## src/mte_pkg.sv

```systemverilog
// package for the multipartite table evaluator
// holds field widths, parameter defaults, command and register codes, config type
// no dependencies
`timescale 1ns / 1ps

package mte_pkg;

   // parameter defaults
   localparam int IN_BITS_DEF           = 16;
   localparam int NUM_OFFSET_TABLES_DEF = 4;
   localparam int MAX_ALPHA_DEF         = 12;
   localparam int OFFSET_ADDR_BITS_DEF  = 10;
   localparam int WORD_BITS_DEF         = 32;
   localparam int OUT_BITS_DEF          = 16;

   // beat field widths
   localparam int CMD_W   = 2;
   localparam int TSEL_W  = 2;
   localparam int EADDR_W = 12;
   localparam int EVAL_W  = 32;
   localparam int X_W     = 16;

   // config port
   localparam int CSR_IDX_W  = 3;
   localparam int CSR_DATA_W = 16;
   localparam int NIB_W      = 4;
   localparam int SHIFT_W    = 5;
   localparam int CNT_W      = NIB_W + 1;
   localparam int POS_W      = 6;
   localparam int SLICE_W    = 16;
   localparam int GUARD_MAX  = (1 << NIB_W) - 1;

   typedef enum logic [CMD_W-1:0] {
      CMD_EVAL     = 2'd0,
      CMD_WR_MAIN  = 2'd1,
      CMD_WR_SUB   = 2'd2,
      CMD_WR_OFF   = 2'd3
   } cmd_type;

   localparam logic [CSR_IDX_W-1:0] CSR_ALPHA      = 3'd0;
   localparam logic [CSR_IDX_W-1:0] CSR_GUARD      = 3'd1;
   localparam logic [CSR_IDX_W-1:0] CSR_COMPRESS   = 3'd2;
   localparam logic [CSR_IDX_W-1:0] CSR_SUB_BITS   = 3'd3;
   localparam logic [CSR_IDX_W-1:0] CSR_SUB_SHIFT  = 3'd4;
   localparam logic [CSR_IDX_W-1:0] CSR_NEG_MASK   = 3'd5;
   localparam logic [CSR_IDX_W-1:0] CSR_BETA_PACK  = 3'd6;
   localparam logic [CSR_IDX_W-1:0] CSR_GAMMA_PACK = 3'd7;

   typedef struct packed {
      logic [NIB_W-1:0]      alpha;
      logic [NIB_W-1:0]      guard_bits;
      logic                  compress_enable;
      logic [NIB_W-1:0]      subsample_index_bits;
      logic [SHIFT_W-1:0]    subsample_shift;
      logic [NIB_W-1:0]      negative_mask;
      logic [CSR_DATA_W-1:0] beta_pack;
      logic [CSR_DATA_W-1:0] gamma_pack;
   } cfg_type;

   localparam cfg_type CFG_RESET = '{
      alpha:                4'd8,
      guard_bits:           4'd2,
      compress_enable:      1'b0,
      subsample_index_bits: 4'd4,
      subsample_shift:      5'd0,
      negative_mask:        4'd0,
      beta_pack:            16'h4444,
      gamma_pack:           16'h4444
   };

endpackage

```

## src/mte_sum.sv

```systemverilog
// two-stage adder: initial value plus offset terms, guard bit drop
// depends on mte_pkg for the config type
`timescale 1ns / 1ps

module mte_sum #(
   parameter int WORD_BITS         = mte_pkg::WORD_BITS_DEF,
   parameter int NUM_OFFSET_TABLES = mte_pkg::NUM_OFFSET_TABLES_DEF,
   parameter int OUT_BITS          = mte_pkg::OUT_BITS_DEF
) (
   input  logic                         clock,
   input  logic                         reset,
   input  logic                         in_valid,
   input  mte_pkg::cfg_type             cfg,
   input  logic [WORD_BITS-1:0]         main_word,
   input  logic [WORD_BITS-1:0]         sub_word,
   input  logic [WORD_BITS-1:0]         off_word [NUM_OFFSET_TABLES],
   input  logic [NUM_OFFSET_TABLES-1:0] off_flip,
   input  logic [NUM_OFFSET_TABLES-1:0] off_en,
   output logic                         out_valid,
   output logic [OUT_BITS-1:0]          y
);

   import mte_pkg::*;

   localparam int SUM_W = OUT_BITS + GUARD_MAX;
   localparam int EXT_W = (SUM_W > WORD_BITS) ? SUM_W : WORD_BITS;

   logic [SUM_W-1:0]    main_ext;
   logic [SUM_W-1:0]    sub_ext;
   logic [SUM_W-1:0]    base_in;
   logic [SUM_W-1:0]    off_in;
   logic [SUM_W-1:0]    total;
   logic [SUM_W-1:0]    base_ff;
   logic [SUM_W-1:0]    off_ff;
   logic                valid_a_ff;
   logic                valid_b_ff;
   logic [OUT_BITS-1:0] y_ff;

   assign main_ext = SUM_W'(EXT_W'($signed(main_word)));
   assign sub_ext  = SUM_W'(EXT_W'($signed(sub_word)));
   assign base_in  = main_ext + (cfg.compress_enable ? (sub_ext << cfg.subsample_shift) : '0);

   always_comb begin
      off_in = '0;
      for (int i = 0; i < NUM_OFFSET_TABLES; i++) begin
         if (off_en[i]) begin
            off_in = off_in + (off_flip[i] ? ~SUM_W'(EXT_W'($signed(off_word[i])))
                                           : SUM_W'(EXT_W'($signed(off_word[i]))));
         end
      end
   end

   assign total = base_ff + off_ff;

   always_ff @(posedge clock) begin
      if (reset) begin
         valid_a_ff <= 1'b0;
         valid_b_ff <= 1'b0;
      end else begin
         valid_a_ff <= in_valid;
         valid_b_ff <= valid_a_ff;
      end
   end

   always_ff @(posedge clock) begin
      base_ff <= base_in;
      off_ff  <= off_in;
      y_ff    <= OUT_BITS'(total >> cfg.guard_bits);
   end

   assign out_valid = valid_b_ff;
   assign y         = y_ff;

endmodule
```

## config.mk

```make
export PLATFORM = sky130hd
export DESIGN_NAME = mte_sum
export DESIGN_NICKNAME = d
export VERILOG_FILES = /design/src/mte_pkg.sv /design/src/mte_sum.sv
export SDC_FILE = /design/constraint.sdc
export NUM_CORES = 1
export LEC_CHECK = 0
export BUFFER_PORTS_ARGS = -buffer_cell sky130_fd_sc_hd__buf_2
export CORE_UTILIZATION = 35
export CTS_BUF_LIST = sky130_fd_sc_hd__clkbuf_4
export DETAILED_ROUTE_END_ITERATION = 12
export GPL_TIMING_DRIVEN = 0
export MAX_ROUTING_LAYER = met4
export PLACE_DENSITY = 0.64
export SLEW_MARGIN = 20
export SYNTH_ARGS = -nofsm -noshare
export SYNTH_HDL_FRONTEND = slang
export SYNTH_SLANG_ARGS = --single-unit
```

## constraint.sdc

```tcl
create_clock -name clock -period 17.2 [get_ports clock]
set_input_delay 4.3 -clock clock [delete_from_list [all_inputs] [get_ports clock]]
set_output_delay 4.3 -clock clock [all_outputs]
set_load 0.03 [all_outputs]
```

==> impl_results.md, run 1 <==
* Die outline height at 206 microns
* IO Count at about 270
* Antenna violations before repair at 3
* Number of max-cap violations at 0
* Clk_lat worst skew at 470 ps
* CTS tree: yes
* Cell accounting for the most synthesized area: ha_1
* Syn Nets at 2298
* Placed cell area at between 0.015 and 0.02 sq mm
* Post-CTS Resized at 0
* Avg WL per Cell at roughly 18 microns
* DRC at 0
* Area Growth Syn to Fin at 12.8%
* Post-Route WL at ~48 mm
* Hold depth at 1
* Final min period at about 12000 ps
* VDD IR max at 53.6 uV
* Remaining global-route overflow at 0
* GR Util All Layers at a little under a quarter
* Clk sinks at 80
* LEAKAGE at roughly 7.7 nW
* EDFF count, synth at 0
* CTS max path bufs at 2
* Post-CTS Setup Inserts at 0
* Critical path's largest stage delay at just over 700 ps
* Yosys cell types at a little under 90
* Final instance area at around 0.016 sq mm
* Vias in the first global route at between 10000 and 15000
* Avg Inst Size Synth at ~7.7 sq um
* Sequential-to-total area share from yosys stat at 11.0%
* Synth warnings at 0
* DPL Wire Length at approximately 41 mm
* Post-synthesis register bit count at 80
* Initial DRC count at between 1000 and 1500
* Fillers at around 4300
* Final count of negative-setup-slack endpoints at 0
* Detailed-route via count at between 10000 and 15000
* # H-tree levels at 3
* WP data arrival at around 13000 ps
* Required @ worst endpoint at 17570 ps
* Fin. max-slew vios at 0
* First-pass GRT wire length at 75.1 mm
* Drt pass-1 iters at 5
* Critical-path top delay cell: clkbuf_1
* Hold Buf Count CTS at 0
* Worst rel slew slack at 43.0%
* Hold Violations, Final at 0
* CP Capture Type: flip-flop
* Share of cells above drive strength 1 at about 16%
* Status: complete, no violations
* FFs w/ async S/R, synth at 0%
* Root Driver: clkbuf_4
* Peak Freq at 82.0 MHz
* Worst R2R Path Depth at 13
* Synthesized area at 0.0146 sq mm
* Crit share post-route at between 70% and 80%
* PortBufs at about 210
* Top cells by area, synth: ha_1 (13%), dfxtp_1 (11%), xor2_1 (8.2%)
* Yosys top cell area share at about an eighth
* Core area at approximately 0.04 sq mm
* Row count at 74
* Nets at ~2500
* TritonCTS buffer count at 9
* GP Congestion at approximately 0.97
* Mapped Cells at approximately 1900
* CP Class: primary input to flip-flop
* Post-route setup TNS at 0 ps
* Final ANT Viol Nets at 0
* Largest net degree at the start of global routing at 17
* RSZ-0062 raised after global routing: no
* Die area at 0.0425 sq mm
* Die width at slightly above 200 microns
* DR vias/cell at 5.63
* Clock transition at path regs at 150 ps
* Main synth FF type: dfxtp_1
* Clock Skew at roughly 24 ps
* Initial core utilization at between 30% and 40%
* Worst-path fanout max at 10
* Worst Tran Pin Value at roughly 850 ps
* Worst hold path type: flip-flop to flip-flop
* PD cells at between 100 and 150 mW/mm^2
* Worst Setup Start Kind: primary input
cell usage after synthesis, types with 5 or more instances:
| cell type | n |
|---|---|
| nor3b_1 | 8 |
| nor2b_1 | 26 |
| o21bai_1 | 22 |
| and3_1 | 25 |
| a21oi_1 | 162 |
| nand2_1 | 143 |
| or3_1 | 9 |
| a311oi_1 | 9 |
| a21o_1 | 94 |
| o22ai_1 | 14 |
| buf_1 | 21 |
| fa_1 | 5 |
| buf_2 | 6 |
| xnor2_1 | 104 |
| nand2b_1 | 17 |
| nor4_1 | 6 |
| mux2i_1 | 63 |
| a31oi_1 | 17 |
| and4_1 | 6 |
| a22oi_1 | 6 |
| o31a_1 | 5 |
| nor3_1 | 26 |
| a211oi_1 | 47 |
| dfxtp_1 | 80 |
| a211o_1 | 13 |
| o211ai_1 | 8 |
| nor2_1 | 130 |
| a21boi_0 | 6 |
| nand3_1 | 38 |
| ha_1 | 149 |
| xor2_1 | 136 |
| o2111ai_1 | 9 |
| or2_2 | 6 |
| and2_1 | 29 |
| a31o_2 | 5 |
| o31ai_1 | 18 |
| o21ai_0 | 94 |
| inv_1 | 71 |
| mux4_2 | 23 |
| o21a_1 | 23 |
| mux2_2 | 51 |
| clkbuf_1 | 66 |
| nand4_1 | 14 |
flip-flops by register name (all words and copies together) (netlist names):
signal and cells:
valid_a_ff 1, out_valid 1, base_ff 31, off_ff 31, y 16
worst paths after layout:
check        slack, ps         from          to
min reg2reg        460   valid_a_ff   out_valid
min                460   valid_a_ff   out_valid
max               5010  off_flip[0]  off_ff[27]
max reg2reg      13100   base_ff[0]       y[15]
cells in the final DEF, fill, tap and decap left out, types with 26 or more instances in the layout:
cell type,count
a21oi_1,162
a211oi_1,47
a21o_1,94
nor2_1,130
nor2b_1,26
mux2_2,51
nand2_1,143
buf_2,218
nor3_1,26
xor2_1,136
xnor2_1,104
inv_1,71
nand3_1,38
dfxtp_1,80
ha_1,149
mux2i_1,63
clkbuf_1,66
and2_1,29
o21ai_0,94
power breakdown:
group,switching (mW),internal [mW]
combinational,1.04,0.722
clock,0.0754,0.0325
sequential,0.0350,0.258
total,1.15,1.01
final cells by class:
type / count / area [sq um] / share of cell area (%)
clock inverter: 7 / 57.6 / 0.350
inverter: 73 / 274 / 1.67
tap: 532 / 666 / 4.05
antenna: 3 / 7.51 / 0.0457
multi-input combinational: 1639 / 12300 / 75.0
clock buffer: 9 / 67.6 / 0.411
sequential: 80 / 1600 / 9.74
timing repair buffer: 212 / 1060 / 6.45
buffer: 95 / 373 / 2.27
per-stage QoR:
step	hold WS, ps	power (mW)	std cells	setup WS [ps]	utilization, %
detailed placement	430	2.01	2631	4750	39.8
global route	484	2.35	2650	4460	40.2
global placement	417	2.00	2631	4790	39.8
floorplan	414	1.59	1887	6050	-
CTS	464	2.14	2647	5240	40.2
finish	457	2.16	2650	5010	40.2
cell families (layout without fill, tap and decap cells):
family	after synthesis	count (layout)	synth area share, %
buffers and inverters	168	396	4.44
DFF	80	80	11.0
and+or+nand+nor	490	490	16.1
AOI/OAI and AO/OA	614	614	28.3
muxes	138	138	11.9
adders and majority gates	154	154	13.5
other	0	3	0
xor gates and xnor gates	243	243	14.8
critical path: cells and delay by family:
family / cells / cell delay, ps
compound gates: 16 / 4450
xor+xnor: 3 / 420
fa+ha+maj: 3 / 910
buf+inv: 4 / 1480
mux: 2 / 510
simple gates: 3 / 490
metal layers:
layer  vias up  track usage, %  part of all wire [%]
met5         -               -                     0
met4         0            5.33                   2.0
met3        50            1.94                   4.9
met2       450            36.7                    46
met1      7025            31.2                    47
li1       7405               -                     -
No activity file was read; power rests on OpenSTA's default activity.
==> inputs of run 2 (changes only) <==
PLACE_DENSITY = 0.66   (was 0.64)
clock period = 11 ns   (was 17.2 ns; I/O delays follow)
==> impl_results.md, run 2 (synthesized netlist as in run 1, its figures left out) <==
* CP Class: primary input to flip-flop
* Hold Buf Count CTS at 0
* Register area at ~0.0016 sq mm
* Worst hold margin at approximately 460 ps
* Clk sinks at 80
* Fin. max-slew vios at 0
* Most frequent cells in the layout: buf_2 (218), a21oi_1 (162), ha_1 (149)
* Dpl cells at around 2600
* Worst Tran Pin Value at about 960 ps
* Share of cells above drive strength 1 at ~16%
* Final min period at about 11000 ps
* Vias in the first global route at between 10000 and 15000
* Worst rel slew slack at 35.8%
* GR Util All Layers at a little under a quarter
* Placed cell area at between 0.015 and 0.02 sq mm
* Power Total at between 3 and 4 mW
* Delay-heaviest family, CP: compound AO/OA/AOI/OAI gates
* LEAKAGE at 7.74 nW
* Area Growth Syn to Fin at 12.9%
* Initial DRC count at 1023
* IO Count at 274
* Antenna violations before repair at 2
* Detailed-route via count at about 15000
* PD cells at 206 mW/mm^2
* Avg WL per Cell at 18.5 microns
* Hold Violations, Final at 0
* Drt pass-1 iters at 5
* RSZ-0062 raised after global routing: no
* Final count of negative-setup-slack endpoints at 0
* Crit share post-route at approximately 96%
* Initial core utilization at a little over a third
* DP Worst Slack at -121 ps
* Core area at around 0.041 sq mm
* DRC at 0
* Worst hold path type: flip-flop to flip-flop
* DR vias/cell at between 5 and 6
* GP Congestion at a little under 1
* Clk_lat worst skew at around 460 ps
* Root Driver: clkbuf_4
* Row count at between 70 and 80
* CTS tree: yes
* DPL Wire Length at approximately 42 mm
* Final worst slack at around 420 ps
* Post-CTS Resized at 0
* CTS max path bufs at 2
* WP data arrival at roughly 11000 ps
* Commonest non-fill, non-tap cell in the layout: buf_2
* Final instance area at roughly 0.016 sq mm
* Post-Route WL at between 40 and 50 mm
* Status: complete, no violations
* CP Capture Type: flip-flop
* Die outline height at about 200 microns
* Final ANT Viol Nets at 0
* Critical-path top delay cell: clkbuf_1
* PortBufs at approximately 210
* Die width at around 210 microns
* Critical path's largest stage delay at roughly 590 ps
* Area of the multi-input gates at around 0.012 sq mm
* Required @ worst endpoint at around 11000 ps
* VDD IR max at roughly 78 uV
* Peak Freq at around 94 MHz
* Buf+Inv Stages, Crit Path at 5
* # H-tree levels at 3
* Worst-path fanout max at 10
* Number of max-cap violations at 0
* Most used cell, CP: a21oi_1
* Clock transition at path regs at ~140 ps
* Finished Layout Cells at between 2000 and 3000
* Fillers at 4282
* Worst Setup Start Kind: primary input
* Nets at 2520
* TritonCTS buffer count at 9
* Largest net degree at the start of global routing at 16
* Clock Skew at approximately 15 ps
* Die area at ~0.042 sq mm
* Remaining global-route overflow at 0
* Post-CTS Setup Inserts at 0
* First-pass GRT wire length at around 77 mm
==> run 2: changes by cell type in the layout (fill, tap and decap cells not counted) <==
| cell | delta |
|---|---|
| clkbuf_2 | +1 |
| bufinv_16 | +1 |
| diode_2 | +1 |
| inv_6 | -3 |
| clkbuf_1 | -1 |
| clkinv_4 | +1 |
| buf_1 | -1 |
| clkinvlp_4 | +1 |
| clkinv_2 | -1 |
| clkinv_1 | +1 |
==> run 2: power breakdown <==
| part | switching [mW] | leakage [nW] | internal [mW] |
|---|---|---|---|
| clock network | 0.113 | 0.0750 | 0.0712 |
| registers | 0.0539 | 0.675 | 0.404 |
| logic | 1.62 | 6.99 | 1.13 |
| total | 1.79 | 7.74 | 1.60 |
==> run 2: routing by layer <==
layer | track usage [%] | routed length [microns] | vias to the layer above
li1 | - | - | 7406
met1 | 31.6 | 23300 | 7027
met2 | 37.5 | 22400 | 413
met3 | 2.18 | 2240 | 56
met4 | 5.59 | 1090 | 0
met5 | - | 0 | -
==> run 2: area by class of cell <==
class                      instances  area share (%)
antenna                            4          0.0608
buffer                            94            2.25
clock buffer                       9           0.410
clock inverter                     7           0.464
inverter                          73            1.66
multi-input combinational       1639            74.9
sequential                        80            9.73
tap                              532            4.04
timing repair buffer             212            6.45
==> run 2: metrics by stage <==
stage	setup TNS [ps]	util, %
4_1_cts	0	40.2
2_1_floorplan	0	-
6_report	0	40.2
3_5_place_dp	-121	39.8
3_3_place_gp	0	39.8
5_1_grt	0	40.2
==> run 2: worst paths after layout <==
path	from	to	slack [ps]	cells after the start
min reg2reg	valid_a_ff	out_valid	460	1
max	off_flip[0]	off_ff[30]	420	34
max reg2reg	base_ff[0]	y[15]	6970	13
min	valid_a_ff	out_valid	460	1
