### config.mk
export PLATFORM = sky130hd
export DESIGN_NAME = mte_addr
export DESIGN_NICKNAME = d
export VERILOG_FILES = /design/src/mte_pkg.sv /design/src/mte_addr.sv
export SDC_FILE = /design/constraint.sdc
export NUM_CORES = 1
export LEC_CHECK = 0
export BUFFER_PORTS_ARGS = -buffer_cell sky130_fd_sc_hd__clkbuf_2
export CELL_PAD_IN_SITES_DETAIL_PLACEMENT = 1
export CELL_PAD_IN_SITES_GLOBAL_PLACEMENT = 2
export CORE_MARGIN = 5
export CORE_UTILIZATION = 32
export DETAILED_ROUTE_END_ITERATION = 12
export PLACE_DENSITY_LB_ADDON = 0.1
export SLEW_MARGIN = 20
export SYNTH_ARGS = -nofsm -noshare
export SYNTH_HDL_FRONTEND = slang
export SYNTH_SLANG_ARGS = --single-unit
### constraint.sdc
create_clock -name vclk -period 7.3
set_clock_uncertainty 0.15 [all_clocks]
set_input_delay 1.46 -clock vclk [all_inputs]
set_output_delay 1.46 -clock vclk [all_outputs]
set_load 0.1 [all_outputs]
### src/mte_pkg.sv
// package for the multipartite table evaluator
// holds field widths, parameter defaults, command and register codes, config type
// no dependencies
`timescale 1ns / 1ps

package mte_pkg;

   // parameter defaults
   localparam int IN_BITS_DEF           = 16;
   localparam int NUM_OFFSET_TABLES_DEF = 4;
   localparam int MAX_ALPHA_DEF         = 12;
   localparam int OFFSET_ADDR_BITS_DEF  = 10;
   localparam int WORD_BITS_DEF         = 32;
   localparam int OUT_BITS_DEF          = 16;

   // beat field widths
   localparam int CMD_W   = 2;
   localparam int TSEL_W  = 2;
   localparam int EADDR_W = 12;
   localparam int EVAL_W  = 32;
   localparam int X_W     = 16;

   // config port
   localparam int CSR_IDX_W  = 3;
   localparam int CSR_DATA_W = 16;
   localparam int NIB_W      = 4;
   localparam int SHIFT_W    = 5;
   localparam int CNT_W      = NIB_W + 1;
   localparam int POS_W      = 6;
   localparam int SLICE_W    = 16;
   localparam int GUARD_MAX  = (1 << NIB_W) - 1;

   typedef enum logic [CMD_W-1:0] {
      CMD_EVAL     = 2'd0,
      CMD_WR_MAIN  = 2'd1,
      CMD_WR_SUB   = 2'd2,
      CMD_WR_OFF   = 2'd3
   } cmd_type;

   localparam logic [CSR_IDX_W-1:0] CSR_ALPHA      = 3'd0;
   localparam logic [CSR_IDX_W-1:0] CSR_GUARD      = 3'd1;
   localparam logic [CSR_IDX_W-1:0] CSR_COMPRESS   = 3'd2;
   localparam logic [CSR_IDX_W-1:0] CSR_SUB_BITS   = 3'd3;
   localparam logic [CSR_IDX_W-1:0] CSR_SUB_SHIFT  = 3'd4;
   localparam logic [CSR_IDX_W-1:0] CSR_NEG_MASK   = 3'd5;
   localparam logic [CSR_IDX_W-1:0] CSR_BETA_PACK  = 3'd6;
   localparam logic [CSR_IDX_W-1:0] CSR_GAMMA_PACK = 3'd7;

   typedef struct packed {
      logic [NIB_W-1:0]      alpha;
      logic [NIB_W-1:0]      guard_bits;
      logic                  compress_enable;
      logic [NIB_W-1:0]      subsample_index_bits;
      logic [SHIFT_W-1:0]    subsample_shift;
      logic [NIB_W-1:0]      negative_mask;
      logic [CSR_DATA_W-1:0] beta_pack;
      logic [CSR_DATA_W-1:0] gamma_pack;
   } cfg_type;

   localparam cfg_type CFG_RESET = '{
      alpha:                4'd8,
      guard_bits:           4'd2,
      compress_enable:      1'b0,
      subsample_index_bits: 4'd4,
      subsample_shift:      5'd0,
      negative_mask:        4'd0,
      beta_pack:            16'h4444,
      gamma_pack:           16'h4444
   };

endpackage

### src/mte_addr.sv
// address generation: main and subsample addresses, folded offset table indexes
// depends on mte_pkg for the config type and field widths
`timescale 1ns / 1ps

module mte_addr #(
   parameter int IN_BITS           = mte_pkg::IN_BITS_DEF,
   parameter int NUM_OFFSET_TABLES = mte_pkg::NUM_OFFSET_TABLES_DEF,
   parameter int MAX_ALPHA         = mte_pkg::MAX_ALPHA_DEF,
   parameter int OFFSET_ADDR_BITS  = mte_pkg::OFFSET_ADDR_BITS_DEF
) (
   input  logic [IN_BITS-1:0]           x,
   input  mte_pkg::cfg_type             cfg,
   output logic [MAX_ALPHA-1:0]         main_addr,
   output logic [MAX_ALPHA-1:0]         sub_addr,
   output logic [OFFSET_ADDR_BITS-1:0]  off_addr [NUM_OFFSET_TABLES],
   output logic [NUM_OFFSET_TABLES-1:0] off_flip,
   output logic [NUM_OFFSET_TABLES-1:0] off_en
);

   import mte_pkg::*;

   localparam int LIM = (MAX_ALPHA < IN_BITS) ? MAX_ALPHA : IN_BITS;
   localparam int XE  = IN_BITS + 16;
   localparam logic [CNT_W-1:0] LIM_V     = CNT_W'(LIM);
   localparam logic [CNT_W-1:0] IN_BITS_C = CNT_W'(IN_BITS);
   localparam logic [POS_W-1:0] IN_BITS_V = POS_W'(IN_BITS);

   logic [XE-1:0]    x_ext;
   logic [CNT_W-1:0] a_bits;
   logic [CNT_W-1:0] s_bits;
   logic [POS_W-1:0] pos [NUM_OFFSET_TABLES+1];

   assign x_ext = XE'(x);

   // saturate address widths at the usable input top
   assign a_bits = ({1'b0, cfg.alpha} > LIM_V) ? LIM_V : {1'b0, cfg.alpha};
   assign s_bits = ({1'b0, cfg.subsample_index_bits} > LIM_V) ? LIM_V
                 : {1'b0, cfg.subsample_index_bits};

   assign main_addr = MAX_ALPHA'(x_ext >> (IN_BITS_V - POS_W'(a_bits)));
   assign sub_addr  = MAX_ALPHA'(x_ext >> (IN_BITS_V - POS_W'(s_bits)));

   // slice positions are running sums of the beta widths
   always_comb begin
      pos[0] = '0;
      for (int i = 0; i < NUM_OFFSET_TABLES; i++) begin
         pos[i+1] = pos[i] + POS_W'(cfg.beta_pack[NIB_W*i +: NIB_W]);
      end
   end

   for (genvar i = 0; i < NUM_OFFSET_TABLES; i++) begin : g_off
      logic [NIB_W-1:0]            b;
      logic [NIB_W-1:0]            bm1;
      logic [CNT_W-1:0]            g;
      logic [SLICE_W-1:0]          slice;
      logic [SLICE_W-1:0]          half;
      logic                        top;
      logic [OFFSET_ADDR_BITS-1:0] lo;
      logic [OFFSET_ADDR_BITS-1:0] hi;

      assign b     = cfg.beta_pack[NIB_W*i +: NIB_W];
      assign bm1   = b - NIB_W'(1);
      assign g     = ({1'b0, cfg.gamma_pack[NIB_W*i +: NIB_W]} > IN_BITS_C) ? IN_BITS_C
                   : {1'b0, cfg.gamma_pack[NIB_W*i +: NIB_W]};
      assign slice = SLICE_W'(x_ext >> pos[i]) & ((SLICE_W'(1) << b) - SLICE_W'(1));
      assign half  = (SLICE_W'(1) << bm1) - SLICE_W'(1);
      assign top   = slice[bm1];
      // symmetric fold: lower half of the slice mirrored when its top bit is clear
      assign lo    = OFFSET_ADDR_BITS'((slice & half) ^ (top ? '0 : half));
      assign hi    = OFFSET_ADDR_BITS'((x_ext >> (IN_BITS_V - POS_W'(g))) << bm1);

      assign off_addr[i] = lo | hi;
      assign off_flip[i] = ~top ^ cfg.negative_mask[i];
      assign off_en[i]   = (b != '0);
   end

endmodule

==> flow_summary.toml, run 1 <==
[run_status]
outcome = "finished clean"

[pwr]
power.switching_mw = 1.94
power_density_nw_per_um2 = 205
pwr-share-seq = 0
leakage_nw = 5.93
p_clk_frac = 0
power.switching_fraction = 0.629
combinationalPowerShare = 1.000
peakVddDrop_mv = 0.185
p_int_mw = 1.15
fin_total_pwr_mw = 3.09

[worst_setup_path]
cp.depth = 17
start_kind = "primary input"
crit_path_end_kind = "output port"
worst_ep_arrival_time_ps = 5620
path_cells = "buf_2 -> ha_4 -> fa_2 -> inv_2 -> fa_2 -> buf_8 -> buf_4 -> mux2i_1 -> mux2i_1 -> mux2i_1 -> mux2_2 -> nor4_2 -> a2111oi_2 -> or2_4 -> or3_1 -> a31o_2 -> buf_12"
startpoint = "cfg[20]"
path_buf_inv = 5
crit_type = "in -> out"
cpLargestDelayFamily = "adder cells"
worst_ep_required_time_ps = 5690
worst_path_max_delay_cell = "fa_2"
critPathMaxStageDelay_ps = 670
crit_fanout = 8
cpMostUsedCell = "mux2i_1"

[synth]
synth_area_leader_cell = "mux4_2"
syn_area_sq_um = 12300
synth_top_family_by_area = "multiplexers"
syn_nets = 1829
ys_types = 87
synth_compound_area_frac = 0.253
yosys_warnings = 0
synth_fa_ha_area_frac = 0.0511
synthXorXnorAreaFrac = 0.0675
synthCells = 1710
syn_avg_cell_area_sq_um = 7.19
synth_top_area_share = 0.150
ys_top_cells_by_area = "mux4_2, mux2i_1, nand2_1, ha_1, nor2_1"
seq_area_frac_synth = 0
muxShareOfSynthArea = 0.314
synth-simple-area-share = 0.237

[finish]
n_clock_buffer = 0
fin_util = 0.400
fillers = 4653
drive_gt1_frac = 0.281
layout.nets = 1921
area_delta_synth_final_pct = 22.7
diodes = 0
final_area_sq_um = 15100
seq_cells = 0
ff_latch_area_sq_um = 0

[sta]
slew-limit-headroom = 0.362
setup_viol = 0
tightestPinTransition_ps = 955
hold_violations = 0
timing.setup.tns_ps = 0
maxSlewViolCount = 0
period_needed_ps = 7230
fin_ws_ps = 73.5
fin_crit_sh = 0.990
max_freq_ghz = 0.138

[job]
maxCapViolations = 0

[hold_path]
hold_path_class = "in -> out"
hold_depth = 3
hold_end = "off_flip[1]"
worstHoldStart = "cfg[33]"

[drt]
dr.pass1.iters = 5
post_drt_via_cell_ratio = 6.09
wl_um = 51700
vias = 14077
wl_per_cell_um = 22.4
drcViolationCount = 0
ant_nets = 0
drtIter0Drc = 951

[grt]
grt_max_degree = 47
first_global_vias = 14112
grt_pass1_wl_um = 81400
grt_usage = 0.231
overflow = 0
antenna_found_initial = 1

[floorplanning]
die_area_sq_um = 42400
initial_core_util = 0.326
core_sq_um = 37800
rows = 71
die_height_um = 206
die_w_um = 206
ios = 142

[placed_design]
dp_hpwl_um = 39100
place_area_sq_um = 14800
gp_congestion = 0.858
port-buffer-count = 132
dp_slack_ps = -120

[clocking]
hold_buffers = 0
area by class of cell:
cell class / count / area (sq um) / area share
inverter: 39 / 148 / 0.00979
timing repair buffer: 278 / 2450 / 0.163
tap: 511 / 639 / 0.0424
multi-input combinational: 1483 / 11800 / 0.785
logic make-up (layout without fill, tap and decap cells):
kind of cell	after synthesis	after routing
compound gates	454	455
xor+xnor	93	93
fa+ha+maj	49	49
buf+inv	229	317
mux	272	272
simple gates	613	614
how the worst max path moves through the flow:
stage	endpoint
floorplan	off_addr[31]
global placement	off_addr[2]
detailed placement	off_addr[1]
CTS	off_addr[2]
global route	off_addr[9]
finish	off_addr[9]
per-layer routing:
| metal | wire [um] | GRT usage |
|---|---|---|
| met1 | 24900 | 0.345 |
| met2 | 24500 | 0.390 |
| met3 | 1960 | 0.00879 |
| met4 | 340 | 0.0147 |
| met5 | 0 | 0 |
stage by stage:
stage | hold slack (ps) | cells
final | 3130 | 2311
after global routing | 3150 | 2311
after CTS | 3130 | 2298
after detailed placement | 3130 | 2298
after global placement | 3130 | 2298
after floorplan | 2980 | 1710
synth_stat cells (all sizes together), types with 12 or more instances:
master and n:
o22ai 17, mux4 86, clkbuf 139, a21oi 77, or3 19, mux2i 146
o21ai 100, mux2 40, nor2b 23, a22oi 23, or2 12, xnor2 53
o211ai 13, nor2 146, o221ai 13, a31oi 32, xor2 40, nand3 59
nand2b 13, buf 51, ha 47, nor3 64, a211oi 30, and2 18
inv 33, nand2 188, nor4 19
cells in the final DEF, fill, tap and decap left out, types with 30 or more instances in the layout:
cell type and n:
ha_1 44, mux4_2 84, buf_4 142, a31oi_1 30
nor3_1 60, xor2_1 38, nor2_1 145, mux2i_1 143
a21oi_1 73, xnor2_1 48, mux2_2 38, nand3_1 59
buf_12 44, clkbuf_2 86, nand2_1 187, o21ai_0 91
power by group through the flow:
stage	Sequential (mW)	Clock [mW]	Combinational, mW
after CTS	0	0	3.02
after global placement	0	0	2.98
final	0	0	3.09
after detailed placement	0	0	3.01
after floorplan	0	0	2.09
after global routing	0	0	3.26
tightest hold or removal path, cell delays in order:
cell and delay (ps):
clkbuf_2 100, xnor2_2 80, buf_12 170
timing repair:
item,CTS,global route
gates cloned,0,3
pin swaps,1,9
buffers inserted,0,10
endpoints found under the setup margin,9,15
resized for setup,5,34
No activity file was read; power rests on OpenSTA's default activity.
==> run 2, diff against run 1 <==
==> constraint.sdc (replaced) <==
create_clock -name vclk -period 7.3
set_clock_uncertainty 0.15 [all_clocks]
set_input_delay 1.095 -clock vclk [all_inputs]
set_output_delay 1.095 -clock vclk [all_outputs]
set_load 0.1 [all_outputs]
==> run 2 against run 1 <==
  * Wire length decreased by 5.2%
  * Critical path depth is the same
  * Hold slack worse by 740 ps
  * Clock-buffer cell count unchanged
  * Final area shrank 6.9%
  * Combinational power fell by 8.4%
  * Sequential share of layout area unchanged
  * Sequential cell count unchanged
  * Cell count decreased by 3.1%
  * Via count down 3.1%
  * Largest cell class unchanged
==> flow_summary.toml, run 2 (synthesized netlist as in run 1, its figures left out) <==
[run_status]
outcome = "finished clean"

[hold_path]
hold_path_class = "in -> out"
hold_depth = 3
hold_end = "off_flip[0]"
worstHoldStart = "cfg[32]"

[placed_design]
dpl.cell_count = 2240
dp_hpwl_um = 36600
gp_congestion = 0.825
port-buffer-count = 132

[floorplanning]
die_height_um = 206
die_w_um = 206
initial_core_util = 0.326
rows = 71
ios = 142
die_area_sq_um = 42400
core_sq_um = 37800

[sta]
maxSlewViolCount = 0
slew-limit-headroom = 0.304
rsz0062_at_grt = "no"
max_freq_ghz = 0.143
fin_crit_sh = 0.959
setup_viol = 0
hold_violations = 0
tightestPinTransition_ps = 1040
period_needed_ps = 7000
holdWs_ps = 2390
timing.setup.tns_ps = 0

[clocking]
post_cts_resized = 0
post_cts_buffers = 0
hold_buffers = 0

[worst_setup_path]
cpLargestDelayFamily = "simple AND/OR/NAND/NOR gates"
crit_type = "in -> out"
crit_path_end_kind = "output port"
worst_ep_arrival_time_ps = 5760
startpoint = "cfg[16]"
crit_fanout = 16
worst_ep_required_time_ps = 6050
worst_path_max_delay_cell = "a311o_1"
critPathMaxStageDelay_ps = 570
path_buf_inv = 4
path_cells = "clkbuf_2 -> ha_1 -> fa_1 -> xnor2_1 -> clkinv_1 -> buf_4 -> ha_1 -> nor2b_1 -> o2111ai_1 -> mux2i_1 -> nand2b_1 -> nor4_1 -> mux2i_1 -> a311o_1 -> or3_1 -> a32o_1 -> buf_12"
start_kind = "primary input"

[pwr]
power_density_nw_per_um2 = 202
peakVddDrop_mv = 0.189
fin_total_pwr_mw = 2.83
leakage_nw = 5.47

[grt]
grt_pass1_wl_um = 77900
grt_max_degree = 47
overflow = 0
grt_usage = 0.219
first_global_vias = 13715
antenna_found_initial = 1

[finish]
diodes = 0
ff_latch_area_sq_um = 0
area_delta_synth_final_pct = 14.3
layout.nets = 1850
final_cell_mix = "nand2_1, nor2_1, mux2i_1, o21ai_0, clkbuf_2"
final_cells = 2240
n_clock_buffer = 0
drive_gt1_frac = 0.215
layout_commonest_cell = "nand2_1"
fin_util = 0.372
seq_cells = 0

[drt]
post_drt_via_cell_ratio = 6.09
drtIter0Drc = 639
drcViolationCount = 0
ant_nets = 0
wl_per_cell_um = 21.9
vias = 13637
wl_um = 49100
dr.pass1.iters = 5

[job]
maxCapViolations = 0
run 2: through the flow:
stage	instance area (sq um)	setup WS (ps)
6_report	14000	299
3_3_place_gp	14000	226
5_1_grt	14000	30.3
4_1_cts	14000	202
3_5_place_dp	14000	214
2_1_floorplan	12400	-501
run 2: worst max-delay path by stage:
stage | end | slack [ps] | depth (start not counted)
floorplan | off_addr[31] | -500 | 19
global placement | off_addr[2] | 230 | 15
detailed placement | off_addr[8] | 210 | 16
CTS | off_addr[8] | 200 | 16
global route | off_addr[8] | 30 | 16
finish | off_addr[2] | 300 | 17
run 2: power breakdown:
part	internal [mW]	total, mW	leakage, nW	switching, mW
clock network	0	0	0	0
registers	0	0	0	0
logic	0.983	2.83	5.47	1.85
run 2: layer usage:
metal / vias to the layer above / GRT usage / wire [um]
li1: 6501 / - / -
met1: 6892 / 0.321 / 23600
met2: 221 / 0.378 / 23700
met4: 2 / 0.0121 / 248
met5: - / 0 / 13
met3: 21 / 0.00643 / 1520
run 2: final cells by class:
type               count  area [sq um]
well taps            511           639
inverters             39           146
repair buffers       209          1820
multi-input cells   1481         11400
fillers             4674         23700
==> run 3, diff against run 2 <==
--- a/config.mk
+++ b/config.mk
@@ -11,6 +11,7 @@
 export CORE_MARGIN = 5
 export CORE_UTILIZATION = 32
 export DETAILED_ROUTE_END_ITERATION = 12
+export GPL_TIMING_DRIVEN = 0
 export PLACE_DENSITY_LB_ADDON = 0.1
 export SLEW_MARGIN = 20
 export SYNTH_ARGS = -nofsm -noshare
==> run 3 against run 2 <==
  * Hold slack gained 35 ps
  * Core utilization hardly changed
  * Critical path depth is 1 lower
  * Cell count rose by 5.0%
  * Critical path type unchanged
  * Critical endpoint unchanged
==> flow_summary.toml, run 3 (synthesized netlist as in run 1, its figures left out) <==
[run_status]
outcome = "finished clean"

[job]
maxCapViolations = 0

[worst_setup_path]
worst_ep_required_time_ps = 6050
crit_fanout = 10
crit_type = "in -> out"
startpoint = "cfg[20]"
start_kind = "primary input"
critPathCapture = "off_addr[2]"
worst_ep_arrival_time_ps = 5930
crit_path_end_kind = "output port"

[drt]
drcViolationCount = 0
vias = 14511
wl_per_cell_um = 23.5
ant_nets = 0
post_drt_via_cell_ratio = 6.17
drtIter0Drc = 829
wl_um = 55200
dr.pass1.iters = 7

[sta]
fin_crit_sh = 0.983
setup_viol = 0
maxSlewViolCount = 0
rsz0062_at_grt = "yes"
timing.setup.tns_ps = 0
tightestPinTransition_ps = 993
max_freq_ghz = 0.139
slew-limit-headroom = 0.336
period_needed_ps = 7180
fin_ws_ps = 124
hold_violations = 0

[pwr]
p_int_mw = 0.810
power.switching_fraction = 0.701
leakage_nw = 5.33
pwr-share-seq = 0
power.switching_mw = 1.90
p_clk_frac = 0
power_density_nw_per_um2 = 192
combinationalPowerShare = 1.000
peakVddDrop_mv = 0.291

[floorplanning]
die_w_um = 206
rows = 71
ios = 142
die_height_um = 206
initial_core_util = 0.326
die_area_sq_um = 42400
core_sq_um = 37800

[finish]
ff_latch_area_sq_um = 0
drive_gt1_frac = 0.199
n_clock_buffer = 0
fillers = 4745
multi_input_area_sq_um = 11600
final_cell_mix = "nand2_1, nor2_1, mux2i_1, clkbuf_1, clkbuf_2"
final_cells = 2353
layout_commonest_cell = "nand2_1"
fin_util = 0.372
area_delta_synth_final_pct = 14.4
diodes = 0
seq_cells = 0
layout.nets = 1963

[placed_design]
gp_congestion = 0.879
port-buffer-count = 128
dpl.cell_count = 2350
dp_slack_ps = -1310
dp_hpwl_um = 43500

[grt]
grt_usage = 0.249
first_global_vias = 14754
grt_pass1_wl_um = 86600
overflow = 0
grt_max_degree = 14
antenna_found_initial = 1

[hold_path]
hold_path_class = "in -> out"
==> run 3: cell types whose count changed in the layout (fill, tap and decap cells not counted), sizes merged <==
cell	before	now
buf	116	63
clkbuf	93	258
clkdlybuf4s15	0	1
clkinv	6	4
clkinvlp	0	2
==> run 3: power by group through the flow <==
stage                     Sequential (mW)  Combinational, mW  Clock [mW]
after floorplan                         0               2.02           0
after global placement                  0               2.53           0
after detailed placement                0               2.55           0
after CTS                               0               2.67           0
after global routing                    0               2.86           0
final                                   0               2.70           0
==> run 3: critical path: stages <==
cell,delay (ps)
clkbuf_2,210
ha_2,260
fa_2,630
inv_1,160
fa_2,590
buf_4,220
clkbuf_4,250
nand2_1,110
mux2_2,340
o21a_1,200
nor4_4,320
mux2i_1,190
a311o_1,470
or3_1,380
a32o_1,280
clkbuf_8,220
==> run 3: how the worst min path moves through the flow <==
stage | start | to | slack, ps | cells past startpoint
global placement | cfg[32] | off_flip[0] | 2540 | 3
global route | cfg[35] | off_flip[3] | 2440 | 3
CTS | cfg[35] | off_flip[3] | 2420 | 3
detailed placement | cfg[32] | off_flip[0] | 2550 | 3
finish | cfg[35] | off_flip[3] | 2430 | 3
floorplan | cfg[35] | off_flip[3] | 2380 | 1
==> run 3: cell type report <==
cell class	instances	area share
buffer	183	0.0564
multi-input combinational	1481	0.827
timing repair buffer	139	0.0596
tap	511	0.0455
inverter	39	0.0111
==> run 3: what timing repair did <==
item,in CTS,in global routing
setup buffers,5,5
pin swaps,2,4
hold buffers,0,0
endpoints found under the setup margin,44,37
resized for setup,54,37
==> run 3: metal layers <==
layer | track usage | share of wire | vias up
met5 | 0 | 0.00016 | -
met4 | 0.0418 | 0.019 | 2
met3 | 0.0234 | 0.050 | 77
met2 | 0.422 | 0.48 | 423
met1 | 0.349 | 0.46 | 7268
li1 | - | - | 6741
==> run 3: through the flow <==
stage          area, sq um  total power, mW  hold slack [ps]
3_3_place_gp         13700             2.53             2540
3_5_place_dp         13700             2.55             2550
5_1_grt              14100             2.86             2440
6_report             14100             2.70             2430
4_1_cts              14000             2.67             2420
2_1_floorplan        12400             2.02             2380
